### config.mk
export PLATFORM = sky130hd
export DESIGN_NAME = midpoint_line_rasterizer_core
export DESIGN_NICKNAME = d
export VERILOG_FILES = /design/src/hdl/mlr_pkg.sv /design/src/hdl/mlr_front.sv /design/src/hdl/mlr_queue.sv /design/src/hdl/mlr_stepper.sv /design/src/hdl/midpoint_line_rasterizer_core.sv
export SDC_FILE = /design/constraint.sdc
export NUM_CORES = 1
export LEC_CHECK = 0
export ABC_AREA = 1
export BUFFER_PORTS_ARGS = -buffer_cell sky130_fd_sc_hd__buf_2
export CELL_PAD_IN_SITES_DETAIL_PLACEMENT = 1
export CELL_PAD_IN_SITES_GLOBAL_PLACEMENT = 1
export CORE_ASPECT_RATIO = 1.25
export CORE_MARGIN = 2
export CORE_UTILIZATION = 43
export DETAILED_ROUTE_END_ITERATION = 7
export PLACE_DENSITY_LB_ADDON = 0.1
export SLEW_MARGIN = 20
export SYNTH_ARGS = -nofsm -noshare
export SYNTH_HDL_FRONTEND = slang
export SYNTH_SLANG_ARGS = --single-unit
### constraint.sdc
create_clock -name aclk -period 4.47 [get_ports aclk]
set_input_delay 0.6705 -clock aclk [delete_from_list [all_inputs] [get_ports aclk]]
set_output_delay 0.6705 -clock aclk [all_outputs]
set_load 0.005 [all_outputs]
### src/hdl/mlr_pkg.sv
// Shared types and constants of the midpoint line rasterizer.
// No dependencies; imported by every module of the block.
package mlr_pkg;

    // Default geometry
    localparam int COORD_BITS_DEF  = 12;
    localparam int PATTERN_LEN_DEF = 4;
    localparam int QUEUE_DEPTH     = 2;

    // Dash pattern register
    localparam int               DASH_BITS  = 4;
    localparam logic [DASH_BITS-1:0] DASH_RESET = 4'hF;

    // Action codes carried in s_tuser
    localparam logic ACT_START = 1'b0;
    localparam logic ACT_STEP  = 1'b1;

    // Per-axis direction codes
    typedef logic signed [1:0] dir_t;
    localparam dir_t DIR_NONE = 2'sb00;
    localparam dir_t DIR_POS  = 2'sb01;
    localparam dir_t DIR_NEG  = 2'sb11;

    // Classified command from the front end
    typedef struct packed {
        logic is_start;
        logic x_major;
        dir_t x_dir;
        dir_t y_dir;
    } cmd_ctrl_t;

endpackage

### src/hdl/mlr_front.sv
// Front end: decodes one input beat and classifies a line start.
// Depends on mlr_pkg.
module mlr_front
    import mlr_pkg::*;
#(
    parameter int COORD_BITS = COORD_BITS_DEF
) (
    input  logic                  action,
    input  logic [COORD_BITS-1:0] x_start,
    input  logic [COORD_BITS-1:0] y_start,
    input  logic [COORD_BITS-1:0] x_end,
    input  logic [COORD_BITS-1:0] y_end,
    output cmd_ctrl_t             ctrl,
    output logic [COORD_BITS-1:0] x0,
    output logic [COORD_BITS-1:0] y0,
    output logic [COORD_BITS:0]   major,
    output logic [COORD_BITS:0]   minor
);
    localparam int MW = COORD_BITS + 1;

    logic signed [MW-1:0] dx;
    logic signed [MW-1:0] dy;
    logic [MW-1:0]        adx;
    logic [MW-1:0]        ady;
    logic                 x_major;

    // Deltas with one guard bit
    assign dx = $signed({x_end[COORD_BITS-1], x_end}) - $signed({x_start[COORD_BITS-1], x_start});
    assign dy = $signed({y_end[COORD_BITS-1], y_end}) - $signed({y_start[COORD_BITS-1], y_start});

    // Magnitudes fit unsigned in MW bits
    assign adx = dx[MW-1] ? MW'(-dx) : MW'(dx);
    assign ady = dy[MW-1] ? MW'(-dy) : MW'(dy);

    // Pick the major axis; ties go to y
    assign x_major = adx > ady;

    always_comb begin
        ctrl.is_start = (action == ACT_START);
        ctrl.x_major  = x_major;
        ctrl.x_dir    = (dx == '0) ? DIR_NONE : (dx[MW-1] ? DIR_NEG : DIR_POS);
        ctrl.y_dir    = (dy == '0) ? DIR_NONE : (dy[MW-1] ? DIR_NEG : DIR_POS);
    end

    assign x0    = x_start;
    assign y0    = y_start;
    assign major = x_major ? adx : ady;
    assign minor = x_major ? ady : adx;

endmodule

### src/hdl/mlr_queue.sv
// Small register queue between front end and stepper.
// Depends on mlr_pkg.
module mlr_queue
    import mlr_pkg::*;
#(
    parameter int WIDTH = 8,
    parameter int DEPTH = QUEUE_DEPTH
) (
    input  logic             aclk,
    input  logic             aresetn,
    input  logic             in_valid,
    output logic             in_ready,
    input  logic [WIDTH-1:0] in_data,
    output logic             out_valid,
    input  logic             out_ready,
    output logic [WIDTH-1:0] out_data
);
    localparam int PTR_W = (DEPTH > 1) ? $clog2(DEPTH) : 1;
    localparam int CNT_W = $clog2(DEPTH + 1);

    logic [WIDTH-1:0] mem_reg [DEPTH];
    logic [PTR_W-1:0] wr_ptr_reg, wr_ptr_next;
    logic [PTR_W-1:0] rd_ptr_reg, rd_ptr_next;
    logic [CNT_W-1:0] count_reg, count_next;
    logic             push;
    logic             pop;

    assign in_ready  = (count_reg != CNT_W'(DEPTH));
    assign out_valid = (count_reg != '0);
    assign out_data  = mem_reg[rd_ptr_reg];
    assign push      = in_valid && in_ready;
    assign pop       = out_valid && out_ready;

    // Advance pointers and occupancy
    always_comb begin
        wr_ptr_next = wr_ptr_reg;
        rd_ptr_next = rd_ptr_reg;
        count_next  = count_reg;
        if (push) begin
            wr_ptr_next = (wr_ptr_reg == PTR_W'(DEPTH - 1)) ? '0 : wr_ptr_reg + 1'b1;
        end
        if (pop) begin
            rd_ptr_next = (rd_ptr_reg == PTR_W'(DEPTH - 1)) ? '0 : rd_ptr_reg + 1'b1;
        end
        if (push && !pop) begin
            count_next = count_reg + 1'b1;
        end else if (pop && !push) begin
            count_next = count_reg - 1'b1;
        end
    end

    always_ff @(posedge aclk) begin
        if (!aresetn) begin
            wr_ptr_reg <= '0;
            rd_ptr_reg <= '0;
            count_reg  <= '0;
        end else begin
            wr_ptr_reg <= wr_ptr_next;
            rd_ptr_reg <= rd_ptr_next;
            count_reg  <= count_next;
        end
    end

    // Store entry payload
    always_ff @(posedge aclk) begin
        if (push) begin
            mem_reg[wr_ptr_reg] <= in_data;
        end
    end

endmodule

### src/hdl/mlr_stepper.sv
// Back end: holds line state, runs one midpoint step per step beat, registers the result.
// Depends on mlr_pkg.
module mlr_stepper
    import mlr_pkg::*;
#(
    parameter int COORD_BITS  = COORD_BITS_DEF,
    parameter int PATTERN_LEN = PATTERN_LEN_DEF
) (
    input  logic                  aclk,
    input  logic                  aresetn,
    input  logic                  cfg_we,
    input  logic [DASH_BITS-1:0]  cfg_wdata,
    input  logic                  q_valid,
    output logic                  q_ready,
    input  cmd_ctrl_t             q_ctrl,
    input  logic [COORD_BITS-1:0] q_x0,
    input  logic [COORD_BITS-1:0] q_y0,
    input  logic [COORD_BITS:0]   q_major,
    input  logic [COORD_BITS:0]   q_minor,
    output logic                  out_valid,
    input  logic                  out_ready,
    output logic [COORD_BITS-1:0] out_x,
    output logic [COORD_BITS-1:0] out_y,
    output logic                  out_visible,
    output logic                  out_last,
    output logic                  out_pix_valid
);
    localparam int MW        = COORD_BITS + 1;
    localparam int DW        = COORD_BITS + 4;
    localparam int PAT_W     = (PATTERN_LEN > 1) ? $clog2(PATTERN_LEN) : 1;
    localparam int PAT_SPAN  = 1 << PAT_W;

    // Line state
    logic [COORD_BITS-1:0] cur_x_reg, cur_x_next;
    logic [COORD_BITS-1:0] cur_y_reg, cur_y_next;
    logic signed [DW-1:0]  dec_reg, dec_next;
    logic [MW-1:0]         major_reg, major_next;
    logic [MW-1:0]         minor_reg, minor_next;
    dir_t                  x_dir_reg, x_dir_next;
    dir_t                  y_dir_reg, y_dir_next;
    logic                  x_major_reg, x_major_next;
    logic [MW-1:0]         steps_reg, steps_next;
    logic [PAT_W-1:0]      pat_pos_reg, pat_pos_next;
    logic [DASH_BITS-1:0]  dash_reg;

    // Result register
    logic                  out_valid_reg, out_valid_next;
    logic [COORD_BITS-1:0] out_x_reg, out_x_next;
    logic [COORD_BITS-1:0] out_y_reg, out_y_next;
    logic                  out_vis_reg, out_vis_next;
    logic                  out_last_reg, out_last_next;
    logic                  out_pv_reg, out_pv_next;

    logic                  pop;
    logic [PAT_SPAN-1:0]   dash_ext;
    logic [COORD_BITS-1:0] x_inc, y_inc;
    logic signed [DW-1:0]  two_minor, two_diff, q_dec_init;
    logic [COORD_BITS-1:0] step_x, step_y;
    logic signed [DW-1:0]  step_dec;

    // Pattern positions past the register width read as not drawn
    for (genvar i = 0; i < PAT_SPAN; i++) begin : g_dash
        if (i < DASH_BITS) begin : g_bit
            assign dash_ext[i] = dash_reg[i];
        end else begin : g_zero
            assign dash_ext[i] = 1'b0;
        end
    end

    // Take a queue entry when the result register is free or draining
    assign pop     = q_valid && (!out_valid_reg || out_ready);
    assign q_ready = !out_valid_reg || out_ready;

    // Step arithmetic on the current line
    assign x_inc      = {{(COORD_BITS-2){x_dir_reg[1]}}, x_dir_reg};
    assign y_inc      = {{(COORD_BITS-2){y_dir_reg[1]}}, y_dir_reg};
    assign two_minor  = $signed({{(DW-MW-1){1'b0}}, minor_reg, 1'b0});
    assign two_diff   = two_minor - $signed({{(DW-MW-1){1'b0}}, major_reg, 1'b0});
    assign q_dec_init = $signed({{(DW-MW-1){1'b0}}, q_minor, 1'b0})
                      - $signed({{(DW-MW){1'b0}}, q_major});

    always_comb begin
        step_x   = x_major_reg ? cur_x_reg + x_inc : cur_x_reg;
        step_y   = x_major_reg ? cur_y_reg : cur_y_reg + y_inc;
        step_dec = dec_reg + two_minor;
        if (!dec_reg[DW-1]) begin
            // Minor axis moves too
            if (x_major_reg) begin
                step_y = cur_y_reg + y_inc;
            end else begin
                step_x = cur_x_reg + x_inc;
            end
            step_dec = dec_reg + two_diff;
        end
    end

    // Next state and result
    always_comb begin
        cur_x_next     = cur_x_reg;
        cur_y_next     = cur_y_reg;
        dec_next       = dec_reg;
        major_next     = major_reg;
        minor_next     = minor_reg;
        x_dir_next     = x_dir_reg;
        y_dir_next     = y_dir_reg;
        x_major_next   = x_major_reg;
        steps_next     = steps_reg;
        pat_pos_next   = pat_pos_reg;
        out_valid_next = out_valid_reg && !out_ready;
        out_x_next     = out_x_reg;
        out_y_next     = out_y_reg;
        out_vis_next   = out_vis_reg;
        out_last_next  = out_last_reg;
        out_pv_next    = out_pv_reg;
        if (pop) begin
            out_valid_next = 1'b1;
            if (q_ctrl.is_start) begin
                // Load a new line and show its start pixel
                cur_x_next    = q_x0;
                cur_y_next    = q_y0;
                dec_next      = q_dec_init;
                major_next    = q_major;
                minor_next    = q_minor;
                x_dir_next    = q_ctrl.x_dir;
                y_dir_next    = q_ctrl.y_dir;
                x_major_next  = q_ctrl.x_major;
                steps_next    = q_major;
                out_x_next    = q_x0;
                out_y_next    = q_y0;
                out_vis_next  = 1'b1;
                out_last_next = (q_major == '0);
                out_pv_next   = 1'b1;
            end else if (steps_reg == '0) begin
                // Line finished: empty result, state holds
                out_x_next    = '0;
                out_y_next    = '0;
                out_vis_next  = 1'b0;
                out_last_next = 1'b0;
                out_pv_next   = 1'b0;
            end else begin
                cur_x_next    = step_x;
                cur_y_next    = step_y;
                dec_next      = step_dec;
                steps_next    = steps_reg - 1'b1;
                pat_pos_next  = (pat_pos_reg == PAT_W'(PATTERN_LEN - 1)) ? '0
                                                                         : pat_pos_reg + 1'b1;
                out_x_next    = step_x;
                out_y_next    = step_y;
                out_vis_next  = dash_ext[pat_pos_reg];
                out_last_next = (steps_reg == MW'(1));
                out_pv_next   = 1'b1;
            end
        end
    end

    // Control state and configuration
    always_ff @(posedge aclk) begin
        if (!aresetn) begin
            cur_x_reg     <= '0;
            cur_y_reg     <= '0;
            dec_reg       <= '0;
            major_reg     <= '0;
            minor_reg     <= '0;
            x_dir_reg     <= DIR_NONE;
            y_dir_reg     <= DIR_NONE;
            x_major_reg   <= 1'b0;
            steps_reg     <= '0;
            pat_pos_reg   <= '0;
            dash_reg      <= DASH_RESET;
            out_valid_reg <= 1'b0;
        end else begin
            cur_x_reg     <= cur_x_next;
            cur_y_reg     <= cur_y_next;
            dec_reg       <= dec_next;
            major_reg     <= major_next;
            minor_reg     <= minor_next;
            x_dir_reg     <= x_dir_next;
            y_dir_reg     <= y_dir_next;
            x_major_reg   <= x_major_next;
            steps_reg     <= steps_next;
            pat_pos_reg   <= pat_pos_next;
            out_valid_reg <= out_valid_next;
            if (cfg_we) begin
                dash_reg <= cfg_wdata;
            end
        end
    end

    // Result payload
    always_ff @(posedge aclk) begin
        out_x_reg    <= out_x_next;
        out_y_reg    <= out_y_next;
        out_vis_reg  <= out_vis_next;
        out_last_reg <= out_last_next;
        out_pv_reg   <= out_pv_next;
    end

    assign out_valid     = out_valid_reg;
    assign out_x         = out_x_reg;
    assign out_y         = out_y_reg;
    assign out_visible   = out_vis_reg;
    assign out_last      = out_last_reg;
    assign out_pix_valid = out_pv_reg;

endmodule

### src/hdl/midpoint_line_rasterizer_core.sv
// Midpoint line rasterizer, all octants, one pixel per input beat. A start beat
// (s_tuser = 0) loads two endpoints and returns the start pixel; a step beat
// (s_tuser = 1) returns the next pixel, and once the line is done returns an
// empty pixel with the valid flag in m_tuser low. Sustained rate is one beat per
// clock while m_tready stays high, set by the stepper, which updates the decision
// term with one add and sign test per cycle; a two-entry queue lets input and
// output stall independently. The user must write the dash pattern through
// cfg_we/cfg_wdata while the core is idle; the core itself does not enforce it.
// Depends on mlr_pkg, mlr_front, mlr_queue and mlr_stepper.
module midpoint_line_rasterizer_core
    import mlr_pkg::*;
#(
    parameter int COORD_BITS  = COORD_BITS_DEF,
    parameter int PATTERN_LEN = PATTERN_LEN_DEF,
    localparam int IN_W  = ((4 * COORD_BITS + 7) / 8) * 8,
    localparam int OUT_W = ((2 * COORD_BITS + 7) / 8) * 8
) (
    input  logic                 aclk,
    input  logic                 aresetn,
    // Dash pattern register
    input  logic                 cfg_we,
    input  logic [DASH_BITS-1:0] cfg_wdata,
    // Input beats
    input  logic                 s_tvalid,
    output logic                 s_tready,
    input  logic [IN_W-1:0]      s_tdata,   // x_start, y_start, x_end, y_end
    input  logic                 s_tuser,   // action
    // Result beats
    output logic                 m_tvalid,
    input  logic                 m_tready,
    output logic [OUT_W-1:0]     m_tdata,   // pixel_x, pixel_y
    output logic                 m_tlast,   // last_pixel
    output logic [1:0]           m_tuser    // visible, pixel_valid
);
    localparam int CW = COORD_BITS;
    localparam int MW = COORD_BITS + 1;
    localparam int QW = $bits(cmd_ctrl_t) + 2 * CW + 2 * MW;

    cmd_ctrl_t         f_ctrl, q_ctrl;
    logic [CW-1:0]     f_x0, f_y0, q_x0, q_y0;
    logic [MW-1:0]     f_major, f_minor, q_major, q_minor;
    logic [QW-1:0]     q_in_data, q_out_data;
    logic              q_valid, q_ready;
    logic [CW-1:0]     px, py;
    logic              vis, pix_valid;

    // Classify the incoming beat
    mlr_front #(
        .COORD_BITS(COORD_BITS)
    ) u_front (
        .action (s_tuser),
        .x_start(s_tdata[CW-1:0]),
        .y_start(s_tdata[2*CW-1:CW]),
        .x_end  (s_tdata[3*CW-1:2*CW]),
        .y_end  (s_tdata[4*CW-1:3*CW]),
        .ctrl   (f_ctrl),
        .x0     (f_x0),
        .y0     (f_y0),
        .major  (f_major),
        .minor  (f_minor)
    );

    assign q_in_data = {f_ctrl, f_x0, f_y0, f_major, f_minor};

    // Decouple front and back
    mlr_queue #(
        .WIDTH(QW),
        .DEPTH(QUEUE_DEPTH)
    ) u_queue (
        .aclk     (aclk),
        .aresetn  (aresetn),
        .in_valid (s_tvalid),
        .in_ready (s_tready),
        .in_data  (q_in_data),
        .out_valid(q_valid),
        .out_ready(q_ready),
        .out_data (q_out_data)
    );

    assign {q_ctrl, q_x0, q_y0, q_major, q_minor} = q_out_data;

    // Walk the line
    mlr_stepper #(
        .COORD_BITS (COORD_BITS),
        .PATTERN_LEN(PATTERN_LEN)
    ) u_stepper (
        .aclk         (aclk),
        .aresetn      (aresetn),
        .cfg_we       (cfg_we),
        .cfg_wdata    (cfg_wdata),
        .q_valid      (q_valid),
        .q_ready      (q_ready),
        .q_ctrl       (q_ctrl),
        .q_x0         (q_x0),
        .q_y0         (q_y0),
        .q_major      (q_major),
        .q_minor      (q_minor),
        .out_valid    (m_tvalid),
        .out_ready    (m_tready),
        .out_x        (px),
        .out_y        (py),
        .out_visible  (vis),
        .out_last     (m_tlast),
        .out_pix_valid(pix_valid)
    );

    assign m_tdata = OUT_W'({py, px});
    assign m_tuser = {pix_valid, vis};

endmodule

Yosys cells after proc, flatten, opt, wreduce, memory -nomap -nowiden
Memory sizes are Yosys's and may differ from the RTL's. A register that Yosys moved wholly into a read port is not among the register bits.
Index checks and enable logic that the tools add are counted.
Storage, ports and cells
  bits in registers: 122
  bits in latches: 0
  memory bits (writable): 112
  ROM bits: 0
  bits of input ports: 58
  output and inout port bits: 29
  memories kept: 1
Memories
  u_queue.mem_reg: words 2, width 56, read ports 1, clocked after memory_dff 1, wr ports 1, line mlr_queue.sv:21  | logic [WIDTH-1:0] mem_reg [DEPTH];
Cells by class
  add/sub/neg operators: 16
  multipliers: 0
  divide/modulo/power cells: 0
  magnitude comparators: 2
  equal/unequal tests: 4
  shift operators: 0
  mux-type cells: 43
  bitwise gates (word level): 3
  reductions and logical operators: 19
Operators with widths (count)
  2-to-1 mux 12 bit: 14
  2-to-1 mux 13 bit: 6
  logical NOT 13 bit: 4
  2-to-1 mux 16 bit: 3
  negation 13 bit: 2
  subtractor 12 x 12 -> 13 bit: 2
  adder 12 bit: 2
  adder 16 x 15 -> 16 bit: 1
  adder 16 bit: 1
  subtractor 14 x 13 -> 15 bit: 1
  subtractor 14 x 14 -> 15 bit: 1
  2-to-1 mux 2 bit: 7
  == test 13 x 1 -> 1 bit, second input constant: 1
  greater-than comparator 13 bit: 1
  subtractor 13 x 1 -> 13 bit, second input constant: 1
  2-to-1 mux 1 bit: 12
  logical AND 1 bit: 5
  adder 2 x 1 -> 2 bit, second input constant: 2
  logical NOT 1 bit: 4
  != test 2 bit, second input constant: 2
  AND reduction 2 bit: 2
  nonzero test 2 bit: 2
  less-than comparator 2 x 3 -> 1 bit, second input constant: 1
  NOT 1 bit: 3
  6 further kinds: 7

Logic depth before layout (Yosys ltp)
  word-level depth: 6
  mapped depth: 28
  mapped depth without buffers: 26

Cells and area by module
Synthesis repeated with hierarchy kept, for this count alone.
Second synthesis, totals
  cells, all modules: 2153
  area, all modules: 16575.9 sq um
By module, submodules not included
  mlr_stepper: times used 1, cells each 1361, area an instance 8969.9 sq um
  mlr_queue: times used 1, cells each 211, area an instance 4445.5 sq um
  mlr_front: times used 1, cells each 579, area an instance 3145.5 sq um
  midpoint_line_rasterizer_core: times used 1, cells each 2, area an instance 15.0 sq um

Least setup slack after synthesis
OpenSTA, ideal clock, no wires.
  kind: input port to flip-flop
  start: input port s_tdata[36]
  end: memory u_queue.mem_reg[0][18] (netlist bit) (data pin)
  arrival: 3.692 ns
  required time: 4.190 ns
  setup slack: 0.498 ns
  cell stages on the path: 23
  path buffers: 1
  cells stage by stage: inv_1 > ha_1 > fa_1 > ha_1 > inv_1 > nor2_1 > nand3_1 > nor2_2 > nand2_2 > nor2_4 > nand2_2 > nor2_2 > nand2_2 > nor2_4 > inv_1 > ha_1 > a21oi_1 > o21ai_0 > a21oi_1 > nand2_1 > nand2_1 > clkbuf_1 > o21ai_0
On the way
  cells in the longest elaborated chain, start to end: 5
RTL lines
  start, declared: line midpoint_line_rasterizer_core.sv:26  | input logic [IN_W-1:0] s_tdata,
  subtractor 12 x 12 -> 13 bit (*): line mlr_front.sv:29  | assign dy = $signed({y_end[COORD_BITS-1], y_end}) - $signed({y_start[COORD_BITS-1], y_start});
  negation 13 bit: line mlr_front.sv:33  | assign ady = dy[MW-1] ? MW'(-dy) : MW'(dy);
  2-to-1 mux 13 bit (*): line mlr_front.sv:33
  greater-than comparator 13 bit: line mlr_front.sv:36  | assign x_major = adx > ady;
  2-to-1 mux 13 bit (*): line mlr_front.sv:47  | assign major = x_major ? adx : ady;
  via f_major[5]: line midpoint_line_rasterizer_core.sv:41  | logic [MW-1:0] f_major, f_minor, q_major, q_minor;
  end, declared: line mlr_queue.sv:21
Mark *: on every way through the listed nets, which the timed path passes. The rest lies on a longest branch.

Final worst setup path
  start: input port s_tdata[12]
  end: memory u_queue.mem_reg[0][0] (netlist bit) (data pin)
On the way
  cells in the longest elaborated chain, start to end: 5
RTL lines
  subtractor 12 x 12 -> 13 bit (*): line mlr_front.sv:29
  negation 13 bit: line mlr_front.sv:33
  2-to-1 mux 13 bit (*): line mlr_front.sv:33
  greater-than comparator 13 bit: line mlr_front.sv:36
  2-to-1 mux 13 bit (*): line mlr_front.sv:48  | assign minor = x_major ? ady : adx;
  via f_minor[0]: line midpoint_line_rasterizer_core.sv:41
Marked as above.

==> flow_summary.json <==
{
  "status": "complete, no violations",
  "synthesis.area_sq_um": 15500,
  "power_leakage_nw": 8.11,
  "end_kind": "flop",
  "worst_slew_pin_slew_ns": 0.954,
  "worstPathRequired_ns": 4.74,
  "synth_cells": 2045,
  "cts_max_level": 1,
  "finalHoldViolations": 0,
  "io_buffers": 86,
  "cts_inserted_buffers": 26,
  "grt_pass1_vias": 14900,
  "cp-startpoint": "s_tdata[12]",
  "grt_usage_pct": 25.7,
  "ir_drop_mv": 0.310,
  "syn_area_per_cell_sq_um": 7.58,
  "finalSetupViolCount": 0,
  "vias_per_cell": 5.34,
  "yosysSeqAreaShare_pct": 39.2,
  "synth_fp_nets": 2214,
  "die-area_sq_um": 37600,
  "worst_setup_path_start_kind": "primary input",
  "grt_start_max_net_pins": 79,
  "coreArea_sq_um": 35500,
  "die-height_um": 216,
  "clkSinkCount": 234,
  "slew_violations": 0,
  "die-width_um": 174,
  "drtPass1Iterations": 5,
  "cp_max_fo": 25,
  "cts_tree": "built",
  "vias": 14000,
  "wirelength_um": 48000,
  "final_cell_mix": "541 x nand2_1, 252 x inv_1, 180 x a21oi_1",
  "fmax_mhz": 261,
  "crit_chain": "buf_2 -> ha_1 -> fa_1 -> inv_2 -> nand3_1 -> nand3_1 -> nand2_1 -> nand2_1 -> nand2_1 -> nand2_1 -> nand2_1 -> nand2_2 -> nand2_1 -> xor2_1 -> ha_1 -> a21oi_1 -> o21ai_0 -> a21oi_1 -> nand2_1 -> nand2_1 -> inv_1 -> buf_12 -> nand2_1 -> o21ai_0",
  "routedWlPerCell_um": 18.4,
  "layout-drive-gt1-share_pct": 11.8,
  "yosys_warnings": 0,
  "rsz0062_at_grt": "false",
  "finClkSkew_ns": 0.0185,
  "drtAntennaViolNets": 0,
  "r2r-start": "u_stepper.minor_reg[0]",
  "r2r_cells": 23,
  "clockBufferDepth": 3,
  "clock-root-buffer": "clkbuf_16",
  "clkTransAtPathRegs_ns": 0.06,
  "gp_congestion": 0.876,
  "ff2ff_setup_slack_ns": 0.81,
  "post-cts-setup-buffers": 0,
  "worstSetupPathType": "primary input to flop",
  "p_per_area_nw_per_um2": 820,
  "initialDrtViolationCount": 687,
  "cap_violations": 0,
  "tns_ns": 0,
  "synthDistinctLibCells": 62,
  "final_common_cell": "nand2_1",
  "syn_to_final_growth_pct": 12.5,
  "drc": 0,
  "grt_first_pass_wirelength_um": 77400,
  "dp_slack_ns": 0.0916,
  "antenna_found_initial": 3,
  "fin_nets": 2288,
  "row_count": 77,
  "critPathMostFrequentCell": "nand2_1",
  "finalInstanceArea_sq_um": 17400,
  "largest_reg_flops": 112,
  "synth_seq_cells": 234,
  "slowest_delay_ns": 0.43,
  "period_share_pct": 85.7,
  "slew_headroom_pct": 36.3,
  "dp_hpwl_um": 36600,
  "slowest_stage": "fa_1",
  "ctsHoldBuffers": 0,
  "critPathCapture": "u_queue.mem_reg[0][0]",
  "finalWorstSetupSlack_ns": 0.639,
  "period_minus_slack_ns": 3.83,
  "clock_latency_ns": 0.55,
  "r2r-end": "u_stepper.dec_reg[11]",
  "arrival_ns": 4.11,
  "cts_resized": 0,
  "io_pins": 87,
  "initial_core_util_pct": 43.7,
  "hold_path_class": "primary input to flop",
  "placed_area_sq_um": 16400,
  "grt-ovfl-total": 0
}
==> power breakdown <==
part           switching [W]  leakage [nW]  internal, W
combinational        0.00549          5.54      0.00278
clock               0.000955         0.487      0.00153
sequential          0.000375          2.08      0.00318
total                0.00682          8.11      0.00749
==> metal layers <==
| metal | share of wire [%] | up-vias | GRT usage, % |
|---|---|---|---|
| met5 | 0 | - | 0 |
| met4 | 4.5 | 0 | 11.4 |
| met3 | 2.5 | 97 | 2.21 |
| met2 | 50 | 214 | 46.9 |
| met1 | 43 | 6700 | 30.8 |
| li1 | - | 6969 | - |
==> stage by stage <==
step                      cells  hold slack, ns  utilization [%]  power, W
after floorplan            2045           0.424                -   0.00942
after global placement     2565           0.426             46.4    0.0115
after detailed placement   2565           0.451             46.4    0.0119
after CTS                  2613           0.298             49.2    0.0144
after global routing       2616           0.312             49.2    0.0157
final                      2616           0.324             49.2    0.0143
==> synthesized netlist by cell type, drive strengths merged <==
master  number  area share (%)
nor3        14            0.48
and2         4            0.16
o221ai       1           0.056
clkinv       1           0.024
nand3b      14            0.70
nand4       21            0.85
edfxtp     139              27
a32oi        2            0.11
clkbuf      33            0.80
ha         104             8.4
and3         1           0.040
o21bai       7            0.34
xnor2       10            0.66
nor2       139             3.7
a21o         6            0.29
o21ai      163             5.4
nand2      566              14
or2         20            0.82
a311oi       1           0.056
mux2i        5            0.32
o22ai        1           0.040
nand2b       1           0.040
o31ai        1           0.048
a211oi      10            0.48
o41ai        1           0.056
a32o         5            0.32
nand3      131             4.5
a21boi       2           0.097
dfxtp       95              12
a31oi       21            0.85
nor4         2           0.081
inv        264             6.4
buf         35             1.5
o211ai      12            0.71
a221oi       1           0.097
xor2        21             1.3
a21oi      184             6.0
fa           7            0.90
==> worst min-delay path by stage <==
stage                           from                      to  slack (ns)  cells after the start
2_1_floorplan  u_stepper.dash_ext[1]   u_stepper.dash_ext[1]        0.42                      2
3_3_place_gp      u_queue.rd_ptr_reg                    flop        0.43                      1
3_5_place_dp      u_queue.rd_ptr_reg                    flop        0.45                      1
4_1_cts                   s_tdata[3]  u_queue.mem_reg[1][41]        0.30                      1
5_1_grt                   s_tdata[3]  u_queue.mem_reg[1][41]        0.31                      1
6_report                  s_tdata[3]  u_queue.mem_reg[1][41]        0.32                      1
==> kinds of logic (layout without fill, tap and decap cells) <==
family / after synthesis / after routing / synth area share (%)
AOI/OAI and AO/OA: 418 / 418 / 15.0
other: 0 / 3 / 0
muxes: 5 / 5 / 0.323
xor gates and xnor gates: 31 / 31 / 1.94
and+or+nand+nor: 913 / 913 / 25.6
adders and majority gates: 111 / 111 / 9.29
DFF: 234 / 234 / 39.2
buffers and inverters: 333 / 427 / 8.70
==> critical path: cells and delay by family <==
kind | cells | cell delay [ns]
buffers and inverters | 4 | 0.46
AND/OR/NAND/NOR | 12 | 1.19
XOR/XNOR | 1 | 0.32
adder cells (fa/ha/maj) | 3 | 0.97
AO/OA/AOI/OAI | 4 | 0.50
==> cell type report <==
type	instances	area [sq um]
inverters	265	997
flip-flops and latches	234	6080
clock inverters	19	305
well taps	474	593
repair buffers	114	678
diodes	3	7.51
fillers	4514	18000
multi-input cells	1478	8100
clock buffers	29	683
(Power assumes the default switching activity.)
